===== src/design/stt_pkg.sv =====
// ----------------------------------------------------------------------------
// Software timer table package
// Types and codes shared by the timer table and its storage modules.
// ----------------------------------------------------------------------------
package stt_pkg;

    localparam int ID_W     = 8;
    localparam int TIME_W   = 32;
    localparam int REPS_W   = 16;
    localparam int STATUS_W = 3;
    localparam int ACTIVE_W = 5;

    typedef enum logic [1:0] {
        OP_CREATE = 2'd0,
        OP_ADD    = 2'd1,
        OP_REMOVE = 2'd2,
        OP_UPDATE = 2'd3
    } op_t;

    typedef enum logic [STATUS_W-1:0] {
        ST_OK       = 3'd0,
        ST_FULL     = 3'd1,
        ST_OVERFLOW = 3'd2,
        ST_DUP      = 3'd3,
        ST_NONE     = 3'd4
    } status_t;

    localparam logic KIND_REPLY = 1'b0;
    localparam logic KIND_FIRE  = 1'b1;

    typedef enum logic [2:0] {
        S_IDLE,
        S_SCAN,
        S_FINISH,
        S_FIRE_RD,
        S_FIRE_OUT,
        S_REPLY
    } state_t;

    typedef struct packed {
        logic [ID_W-1:0]   id;
        logic [TIME_W-1:0] period;
        logic [REPS_W-1:0] repeats;
        logic [TIME_W-1:0] start;
    } entry_t;

endpackage


===== src/design/software_timer_table.sv =====
// ----------------------------------------------------------------------------
// Software timer table
// Packed table of software timers with create, add, remove and update.
// ----------------------------------------------------------------------------
// Usage: each request on the s_ channel carries an operation and the current
// millisecond time. Create and add append a timer, remove deletes the first
// timer with the given id, and update checks every timer for expiry.
// Results leave on the m_ channel. Update sends one fire result per expired
// timer, then one reply; every other operation sends a single reply. The last
// result of a request has m_last_result set, and all results of a request
// carry the table size after that request.
// Timing: the table lives in a memory with registered read data. A scan
// reads one entry per cycle; remove and update write the kept entries back
// compacted, while add only checks the entries for a duplicate id. Create
// does not scan the table. One request is in
// flight at a time; s_ready is high only between requests.
// Reset clears the table size; the entry memory itself is not cleared.
// A stalled receiver simply holds the current result, and the block waits.
// ----------------------------------------------------------------------------
module software_timer_table #(
    parameter int MAX_TIMERS = 16
) (
    input  logic         aclk,
    input  logic         aresetn,
    input  logic         s_valid,
    output logic         s_ready,
    input  logic [1:0]   s_operation,
    input  logic [7:0]   s_timer_id,
    input  logic [31:0]  s_period_ms,
    input  logic [15:0]  s_repeat_count,
    input  logic [31:0]  s_now_time,
    output logic         m_valid,
    input  logic         m_ready,
    output logic         m_result_kind,
    output logic [2:0]   m_status,
    output logic [7:0]   m_fired_id,
    output logic [4:0]   m_active_count,
    output logic         m_last_result
);

    localparam int IDX_W = (MAX_TIMERS > 1) ? $clog2(MAX_TIMERS) : 1;
    localparam int CNT_W = $clog2(MAX_TIMERS + 1);

    stt_pkg::state_t  state_reg, state_next;
    stt_pkg::op_t     op_reg, op_next;
    stt_pkg::status_t status_reg, status_next;
    logic [7:0]       id_reg, id_next;
    logic [31:0]      period_reg, period_next;
    logic [15:0]      reps_reg, reps_next;
    logic [31:0]      now_reg, now_next;
    logic [CNT_W-1:0] count_reg, count_next;
    logic [CNT_W-1:0] rd_idx_reg, rd_idx_next;
    logic [CNT_W-1:0] wptr_reg, wptr_next;
    logic [CNT_W-1:0] fcnt_reg, fcnt_next;
    logic [CNT_W-1:0] fptr_reg, fptr_next;
    logic             pend_reg, pend_next;
    logic             hit_reg, hit_next;

    // Entry memory port signals.
    logic             ram_we, ram_re;
    logic [IDX_W-1:0] ram_waddr, ram_raddr;
    stt_pkg::entry_t  ram_wdata, ram_rdata;

    // Fired id buffer port signals.
    logic             fire_we, fire_re;
    logic [7:0]       fire_rdata;

    logic             full;
    logic [32:0]      end_time;
    logic             expired;
    logic             id_match;

    stt_entry_ram #(.DEPTH(MAX_TIMERS), .ADDR_W(IDX_W)) u_entry_ram (
        .aclk    (aclk),
        .wr_en   (ram_we),
        .wr_addr (ram_waddr),
        .wr_data (ram_wdata),
        .rd_en   (ram_re),
        .rd_addr (ram_raddr),
        .rd_data (ram_rdata)
    );

    stt_fire_ram #(.DEPTH(MAX_TIMERS), .ADDR_W(IDX_W)) u_fire_ram (
        .aclk    (aclk),
        .wr_en   (fire_we),
        .wr_addr (fcnt_reg[IDX_W-1:0]),
        .wr_data (ram_rdata.id),
        .rd_en   (fire_re),
        .rd_addr (fptr_reg[IDX_W-1:0]),
        .rd_data (fire_rdata)
    );

    assign full     = (count_reg >= CNT_W'(MAX_TIMERS));
    assign end_time = {1'b0, now_reg} + {1'b0, period_reg};
    assign expired  = ((now_reg - ram_rdata.start) >= ram_rdata.period);
    assign id_match = (ram_rdata.id == id_reg);
    assign ram_raddr = rd_idx_reg[IDX_W-1:0];

    always_ff @(posedge aclk) begin
        if (!aresetn) begin
            state_reg <= stt_pkg::S_IDLE;
            count_reg <= '0;
            pend_reg  <= 1'b0;
        end else begin
            state_reg <= state_next;
            count_reg <= count_next;
            pend_reg  <= pend_next;
        end
        op_reg     <= op_next;
        status_reg <= status_next;
        id_reg     <= id_next;
        period_reg <= period_next;
        reps_reg   <= reps_next;
        now_reg    <= now_next;
        rd_idx_reg <= rd_idx_next;
        wptr_reg   <= wptr_next;
        fcnt_reg   <= fcnt_next;
        fptr_reg   <= fptr_next;
        hit_reg    <= hit_next;
    end

    // Next state.
    always_comb begin
        state_next = state_reg;
        case (state_reg)
            stt_pkg::S_IDLE: begin
                if (s_valid) begin
                    state_next = (stt_pkg::op_t'(s_operation) == stt_pkg::OP_CREATE)
                               ? stt_pkg::S_FINISH : stt_pkg::S_SCAN;
                end
            end
            stt_pkg::S_SCAN: begin
                if (rd_idx_reg == count_reg && !pend_reg) begin
                    state_next = stt_pkg::S_FINISH;
                end
            end
            stt_pkg::S_FINISH: begin
                state_next = (op_reg == stt_pkg::OP_UPDATE && fcnt_reg != '0)
                           ? stt_pkg::S_FIRE_RD : stt_pkg::S_REPLY;
            end
            stt_pkg::S_FIRE_RD: begin
                state_next = stt_pkg::S_FIRE_OUT;
            end
            stt_pkg::S_FIRE_OUT: begin
                if (m_ready) begin
                    state_next = (fptr_reg + CNT_W'(1) == fcnt_reg)
                               ? stt_pkg::S_REPLY : stt_pkg::S_FIRE_RD;
                end
            end
            stt_pkg::S_REPLY: begin
                if (m_ready) begin
                    state_next = stt_pkg::S_IDLE;
                end
            end
            default: state_next = stt_pkg::S_IDLE;
        endcase
    end

    // Datapath and memory control.
    always_comb begin
        op_next     = op_reg;
        status_next = status_reg;
        id_next     = id_reg;
        period_next = period_reg;
        reps_next   = reps_reg;
        now_next    = now_reg;
        count_next  = count_reg;
        rd_idx_next = rd_idx_reg;
        wptr_next   = wptr_reg;
        fcnt_next   = fcnt_reg;
        fptr_next   = fptr_reg;
        pend_next   = 1'b0;
        hit_next    = hit_reg;
        ram_we      = 1'b0;
        ram_re      = 1'b0;
        ram_waddr   = wptr_reg[IDX_W-1:0];
        ram_wdata   = ram_rdata;
        fire_we     = 1'b0;
        fire_re     = 1'b0;
        case (state_reg)
            stt_pkg::S_IDLE: begin
                if (s_valid) begin
                    op_next     = stt_pkg::op_t'(s_operation);
                    id_next     = s_timer_id;
                    period_next = s_period_ms;
                    reps_next   = s_repeat_count;
                    now_next    = s_now_time;
                    rd_idx_next = '0;
                    wptr_next   = '0;
                    fcnt_next   = '0;
                    fptr_next   = '0;
                    hit_next    = 1'b0;
                end
            end
            stt_pkg::S_SCAN: begin
                if (rd_idx_reg < count_reg) begin
                    ram_re      = 1'b1;
                    rd_idx_next = rd_idx_reg + CNT_W'(1);
                    pend_next   = 1'b1;
                end
                if (pend_reg) begin
                    case (op_reg)
                        stt_pkg::OP_ADD: begin
                            if (id_match) begin
                                hit_next = 1'b1;
                            end
                        end
                        stt_pkg::OP_REMOVE: begin
                            // The first matching entry is dropped; the entries
                            // after it are written back one slot lower.
                            if (id_match && !hit_reg) begin
                                hit_next = 1'b1;
                            end else begin
                                ram_we    = 1'b1;
                                wptr_next = wptr_reg + CNT_W'(1);
                            end
                        end
                        stt_pkg::OP_UPDATE: begin
                            if (expired) begin
                                fire_we   = 1'b1;
                                fcnt_next = fcnt_reg + CNT_W'(1);
                                ram_wdata.start = now_reg;
                                if (ram_rdata.repeats > 16'd1) begin
                                    ram_wdata.repeats = ram_rdata.repeats - 16'd1;
                                end
                            end
                            // A timer on its last firing retires.
                            if (!(expired && ram_rdata.repeats == 16'd1)) begin
                                ram_we    = 1'b1;
                                wptr_next = wptr_reg + CNT_W'(1);
                            end
                        end
                        default: begin
                        end
                    endcase
                end
            end
            stt_pkg::S_FINISH: begin
                ram_waddr         = count_reg[IDX_W-1:0];
                ram_wdata.id      = id_reg;
                ram_wdata.period  = period_reg;
                ram_wdata.repeats = reps_reg;
                ram_wdata.start   = now_reg;
                case (op_reg)
                    stt_pkg::OP_CREATE, stt_pkg::OP_ADD: begin
                        if (full) begin
                            status_next = stt_pkg::ST_FULL;
                        end else if (op_reg == stt_pkg::OP_ADD && hit_reg) begin
                            status_next = stt_pkg::ST_DUP;
                        end else if (end_time[32]) begin
                            status_next = stt_pkg::ST_OVERFLOW;
                        end else begin
                            status_next = stt_pkg::ST_OK;
                            ram_we      = 1'b1;
                            count_next  = count_reg + CNT_W'(1);
                        end
                    end
                    stt_pkg::OP_REMOVE: begin
                        status_next = hit_reg ? stt_pkg::ST_OK : stt_pkg::ST_NONE;
                        count_next  = wptr_reg;
                    end
                    default: begin
                        status_next = (count_reg == '0) ? stt_pkg::ST_NONE
                                                        : stt_pkg::ST_OK;
                        count_next  = wptr_reg;
                    end
                endcase
            end
            stt_pkg::S_FIRE_RD: begin
                fire_re = 1'b1;
            end
            stt_pkg::S_FIRE_OUT: begin
                if (m_ready) begin
                    fptr_next = fptr_reg + CNT_W'(1);
                end
            end
            default: begin
            end
        endcase
    end

    // Port outputs.
    always_comb begin
        s_ready        = (state_reg == stt_pkg::S_IDLE);
        m_valid        = 1'b0;
        m_result_kind  = stt_pkg::KIND_REPLY;
        m_status       = status_reg;
        m_fired_id     = (op_reg == stt_pkg::OP_UPDATE) ? 8'd0 : id_reg;
        m_active_count = 5'(count_reg);
        m_last_result  = 1'b0;
        case (state_reg)
            stt_pkg::S_FIRE_OUT: begin
                m_valid       = 1'b1;
                m_result_kind = stt_pkg::KIND_FIRE;
                m_status      = stt_pkg::ST_OK;
                m_fired_id    = fire_rdata;
            end
            stt_pkg::S_REPLY: begin
                m_valid       = 1'b1;
                m_last_result = 1'b1;
            end
            default: begin
            end
        endcase
    end

endmodule


===== src/design/stt_entry_ram.sv =====
// ----------------------------------------------------------------------------
// Timer entry memory
// One write port and one read port with registered read data.
// ----------------------------------------------------------------------------
module stt_entry_ram #(
    parameter int DEPTH = 16,
    parameter int ADDR_W = 4
) (
    input  logic                 aclk,
    input  logic                 wr_en,
    input  logic [ADDR_W-1:0]    wr_addr,
    input  stt_pkg::entry_t      wr_data,
    input  logic                 rd_en,
    input  logic [ADDR_W-1:0]    rd_addr,
    output stt_pkg::entry_t      rd_data
);

    stt_pkg::entry_t mem [DEPTH];

    always_ff @(posedge aclk) begin
        if (wr_en) begin
            mem[wr_addr] <= wr_data;
        end
        if (rd_en) begin
            rd_data <= mem[rd_addr];
        end
    end

endmodule


===== src/design/stt_fire_ram.sv =====
// ----------------------------------------------------------------------------
// Fired id buffer
// Holds the ids of timers that expired during a scan until they are sent.
// ----------------------------------------------------------------------------
module stt_fire_ram #(
    parameter int DEPTH = 16,
    parameter int ADDR_W = 4
) (
    input  logic                     aclk,
    input  logic                     wr_en,
    input  logic [ADDR_W-1:0]        wr_addr,
    input  logic [stt_pkg::ID_W-1:0] wr_data,
    input  logic                     rd_en,
    input  logic [ADDR_W-1:0]        rd_addr,
    output logic [stt_pkg::ID_W-1:0] rd_data
);

    logic [stt_pkg::ID_W-1:0] mem [DEPTH];

    always_ff @(posedge aclk) begin
        if (wr_en) begin
            mem[wr_addr] <= wr_data;
        end
        if (rd_en) begin
            rd_data <= mem[rd_addr];
        end
    end

endmodule

===== config.mk =====
export PLATFORM = sky130hd
export DESIGN_NAME = software_timer_table
export DESIGN_NICKNAME = d
export VERILOG_FILES = /design/src/design/stt_pkg.sv /design/src/design/software_timer_table.sv /design/src/design/stt_entry_ram.sv /design/src/design/stt_fire_ram.sv
export SDC_FILE = /design/constraint.sdc
export NUM_CORES = 2
export LEC_CHECK = 0
export ABC_AREA = 0
export BUFFER_PORTS_ARGS = -buffer_cell sky130_fd_sc_hd__buf_2
export CAP_MARGIN = 30
export CORE_MARGIN = 2
export CORE_UTILIZATION = 35
export CTS_CLUSTER_DIAMETER = 50
export DETAILED_ROUTE_END_ITERATION = 8
export PLACE_DENSITY = 0.48
export SYNTH_ARGS = -nofsm -noshare
export SYNTH_HDL_FRONTEND = slang
export SYNTH_SLANG_ARGS = --single-unit

===== constraint.sdc =====
create_clock -name aclk -period 13.5 [get_ports aclk]
set_input_delay 0.675 -clock aclk [delete_from_list [all_inputs] [get_ports aclk]]
set_output_delay 0.675 -clock aclk [all_outputs]
set_load 0.02 [all_outputs]

==> impl_metrics.py <==
metrics = {
    "timing": {
        "setup_viol": 0,
        "finClkSkew_ns": 0.0286,
        "fmax_ghz": 0.139,
        "period_needed_ns": 7.18,
        "slew_viol_final": 0,
        "rsz0062_at_grt": "false",
        "whs_ns": 0.0805,
        "post-route-period-util": 0.532,
        "fin_tns_setup_ns": 0,
        "slew-limit-headroom": 0.325,
        "worstMarginPinSlew_ns": 1.01,
        "finalHoldViolCount": 0,
    },
    "placed_design": {
        "portBuffers": 113,
        "routabilityCongestion": 0.787,
        "dp_hpwl_um": 106000,
    },
    "power_and_ir_drop": {
        "powerDensity_nw_per_um2": 213,
        "p_leak_uw": 0.0260,
        "vdd_drop_max_mv": 0.189,
    },
    "finish": {
        "reg_top3": "u_entry_ram.mem x1408, u_fire_ram.mem x128, u_entry_ram.rd_data x88",
        "regMostFlops": "u_entry_ram.mem",
        "largest_register_ff_count": 1408,
        "drive_above_1_share": 0.276,
        "nets": 3850,
        "area_growth_pct": 16.1,
        "utilization": 0.409,
    },
    "global_routing": {
        "grt_max_degree": 120,
        "grt_use_total": 0.183,
        "grt.overflow.total": 0,
        "grt_pass1_vias": 35531,
        "grt_pass1_wl_um": 267000,
        "antenna_found_initial": 11,
    },
    "floorplanning": {
        "die_w_um": 452,
        "row_count": 164,
        "io_pins": 114,
        "die_area_um2": 204000,
        "design.core.area_um2": 199000,
        "die_y_um": 452,
        "initial_core_util": 0.352,
    },
    "route": {
        "antenna_left": 0,
        "wl_per_cell_um": 28.8,
        "drc": 0,
        "firstDrtPassIters": 5,
        "vias_per_cell": 5.28,
        "drt_iter0_markers": 3067,
        "totalWireLength_um": 186000,
        "vias": 34167,
    },
    "clocking": {
        "cts_sinks": 1755,
        "cts_max_level": 4,
        "clock_latency_ns": 0.84,
        "cts-root-buf": "clkbuf_16",
        "cts_tree": "built",
        "cts_buffers": 197,
        "clk_path_buf_depth": 3,
        "clk_pin_slew_ns": 0.06,
    },
    "setup_path": {
        "end_kind": "flip-flop",
        "path_class": "flip-flop to flip-flop",
        "cp.required_ns": 13.94,
        "path_max_fanout": 45,
        "crit_path_start_kind": "flip-flop",
        "cp.arrival_ns": 7.62,
    },
    "synth": {
        "ys_seq_elements": 1755,
        "postSynthCellCount": 3303,
        "yosys_warnings": 0,
        "synth_edf_count": 1746,
        "synth.distinct_cells": 71,
        "netlist_area_um2": 70200,
        "syn-num-nets": 3513,
        "seq_area_frac_synth": 0.750,
        "synthFlopType": "edfxtp_1",
        "syn_avg_cell_area_um2": 21.2,
        "synthArstFlopShare": 0,
    },
    "job": {
        "maxCapViolCount": 0,
    },
    "status": {
        "outcome": "completed",
    },
    "hold_path": {
        "min_path_type": "primary input to flip-flop",
    },
}
-- stage by stage --
stage	cell area, um2	total power (uW)	cells	worst slack (ns)
2_1_floorplan	70200	10700	3303	2.70
3_3_place_gp	74400	12400	6013	6.20
3_5_place_dp	74600	12500	6028	6.21
4_1_cts	81500	17600	6462	6.17
5_1_grt	81500	18200	6467	5.70
6_report	81500	17400	6468	6.32
-- cell usage after synthesis, drive strengths merged, types with 13 or more instances --
master  count  share of area
xnor2      25         0.0031
xor2       26         0.0032
ha        115          0.021
mux4      480           0.15
buf        66         0.0039
nand2     136         0.0073
nand3      38         0.0027
and3       24         0.0021
a21o       25         0.0027
nor3       33         0.0024
o21ai      66         0.0048
mux2       34         0.0055
o211ai     19         0.0020
inv        95         0.0051
edfxtp   1746           0.75
nand4      19         0.0017
a31oi      13         0.0016
a21oi      62         0.0045
nor2       58         0.0031
clkbuf     82         0.0044
-- path summary, 6_finish.rpt --
check,to,cells after the start,startpoint,slack (ns)
setup / recovery,u_entry_ram.mem[12][20],23,now_reg[0],6.32
hold / removal,now_reg[7],1,s_now_time[7],0.08
setup reg to reg,u_entry_ram.mem[12][20],23,now_reg[0],6.32
hold reg to reg,fptr_reg[4],2,fptr_reg[4],0.62
-- worst max-delay path, stage by stage (launching register included) --
cell and delay [ns]:
edfxtp_1 0.42, inv_1 0.08, ha_1 0.17, inv_1 0.05
fa_1 0.42, a211oi_1 0.30, o21ai_0 0.15, a21oi_1 0.25
nand2_1 0.14, a32oi_1 0.59, a31oi_1 0.26, mux2_2 0.27
o2111ai_1 0.12, ha_1 0.21, a21o_1 0.15, a21o_1 0.19
a221oi_2 0.28, o21ai_2 0.20, and2_1 0.20, o31ai_2 0.29
a32oi_4 0.33, nor3_2 0.30, buf_4 0.49, buf_4 0.82
-- report_power, final --
part	switching, uW	leakage (uW)	internal (uW)
logic	2940	0.00721	2050
registers	276	0.0158	7020
clock network	2230	0.00299	2880
total	5440	0.0260	12000
-- cell type report --
cell class	instances	area (um2)
Fill cell	17666	118000
Clock buffer	246	5160
Sequential cell	1755	52600
Multi-Input combinational cell	1305	16700
Clock inverter	121	1020
Timing Repair Buffer	286	2290
Tap cell	2656	3320
Inverter	95	367
Antenna cell	4	10.0
-- placed cells by master, fill, tap and decap left out, types with 9 or more instances in the layout --
cell	n
a21o_1	25
a21oi_1	61
a31oi_1	11
and3_1	24
buf_12	11
buf_2	113
buf_4	89
clkbuf_1	47
clkbuf_16	199
clkinv_1	49
clkinv_2	25
clkinv_8	10
dfxtp_1	9
dlygate4sd3_1	67
edfxtp_1	1746
ha_1	115
inv_1	92
inv_6	12
mux2_2	34
mux4_2	480
nand2_1	135
nand2b_1	9
nand3_1	37
nand4_1	19
nor2_1	58
nor3_1	16
nor3_2	17
nor4_1	9
o211ai_1	19
o21a_1	9
o21ai_0	54
o21ai_1	10
xnor2_1	25
xor2_1	26
-- cell families (layout without fill, tap and decap cells) --
kind of cell             Yosys count  in the layout  share of synthesized area
flip-flops                      1755           1755                      0.750
multiplexers                     516            516                      0.160
XOR/XNOR                          51             51                    0.00637
AND/OR/NAND/NOR                  369            369                     0.0255
other                              0              4                          0
AO/OA/AOI/OAI                    253            253                     0.0244
adder cells (fa/ha/maj)          116            116                     0.0208
buffers and inverters            243            748                     0.0134
-- metal layers --
layer / up-vias / wire [um] / part of all wire / track usage
met2: 903 / 88100 / 0.47 / 0.288
li1: 14536 / - / - / -
met3: 244 / 9170 / 0.049 / 0.0302
met1: 18480 / 85100 / 0.46 / 0.265
met4: 4 / 3690 / 0.020 / 0.0436
met5: - / 30 / 0.00016 / 0
-- timing repair --
| item | 4_1_cts | 5_1_grt |
|---|---|---|
| hold endpoints to repair | 67 | 0 |
| buffers inserted | 0 | 0 |
| gates resized for setup | 0 | 0 |
| hold buffers | 67 | 0 |
Note: power is estimated with default switching activity, not from simulation.
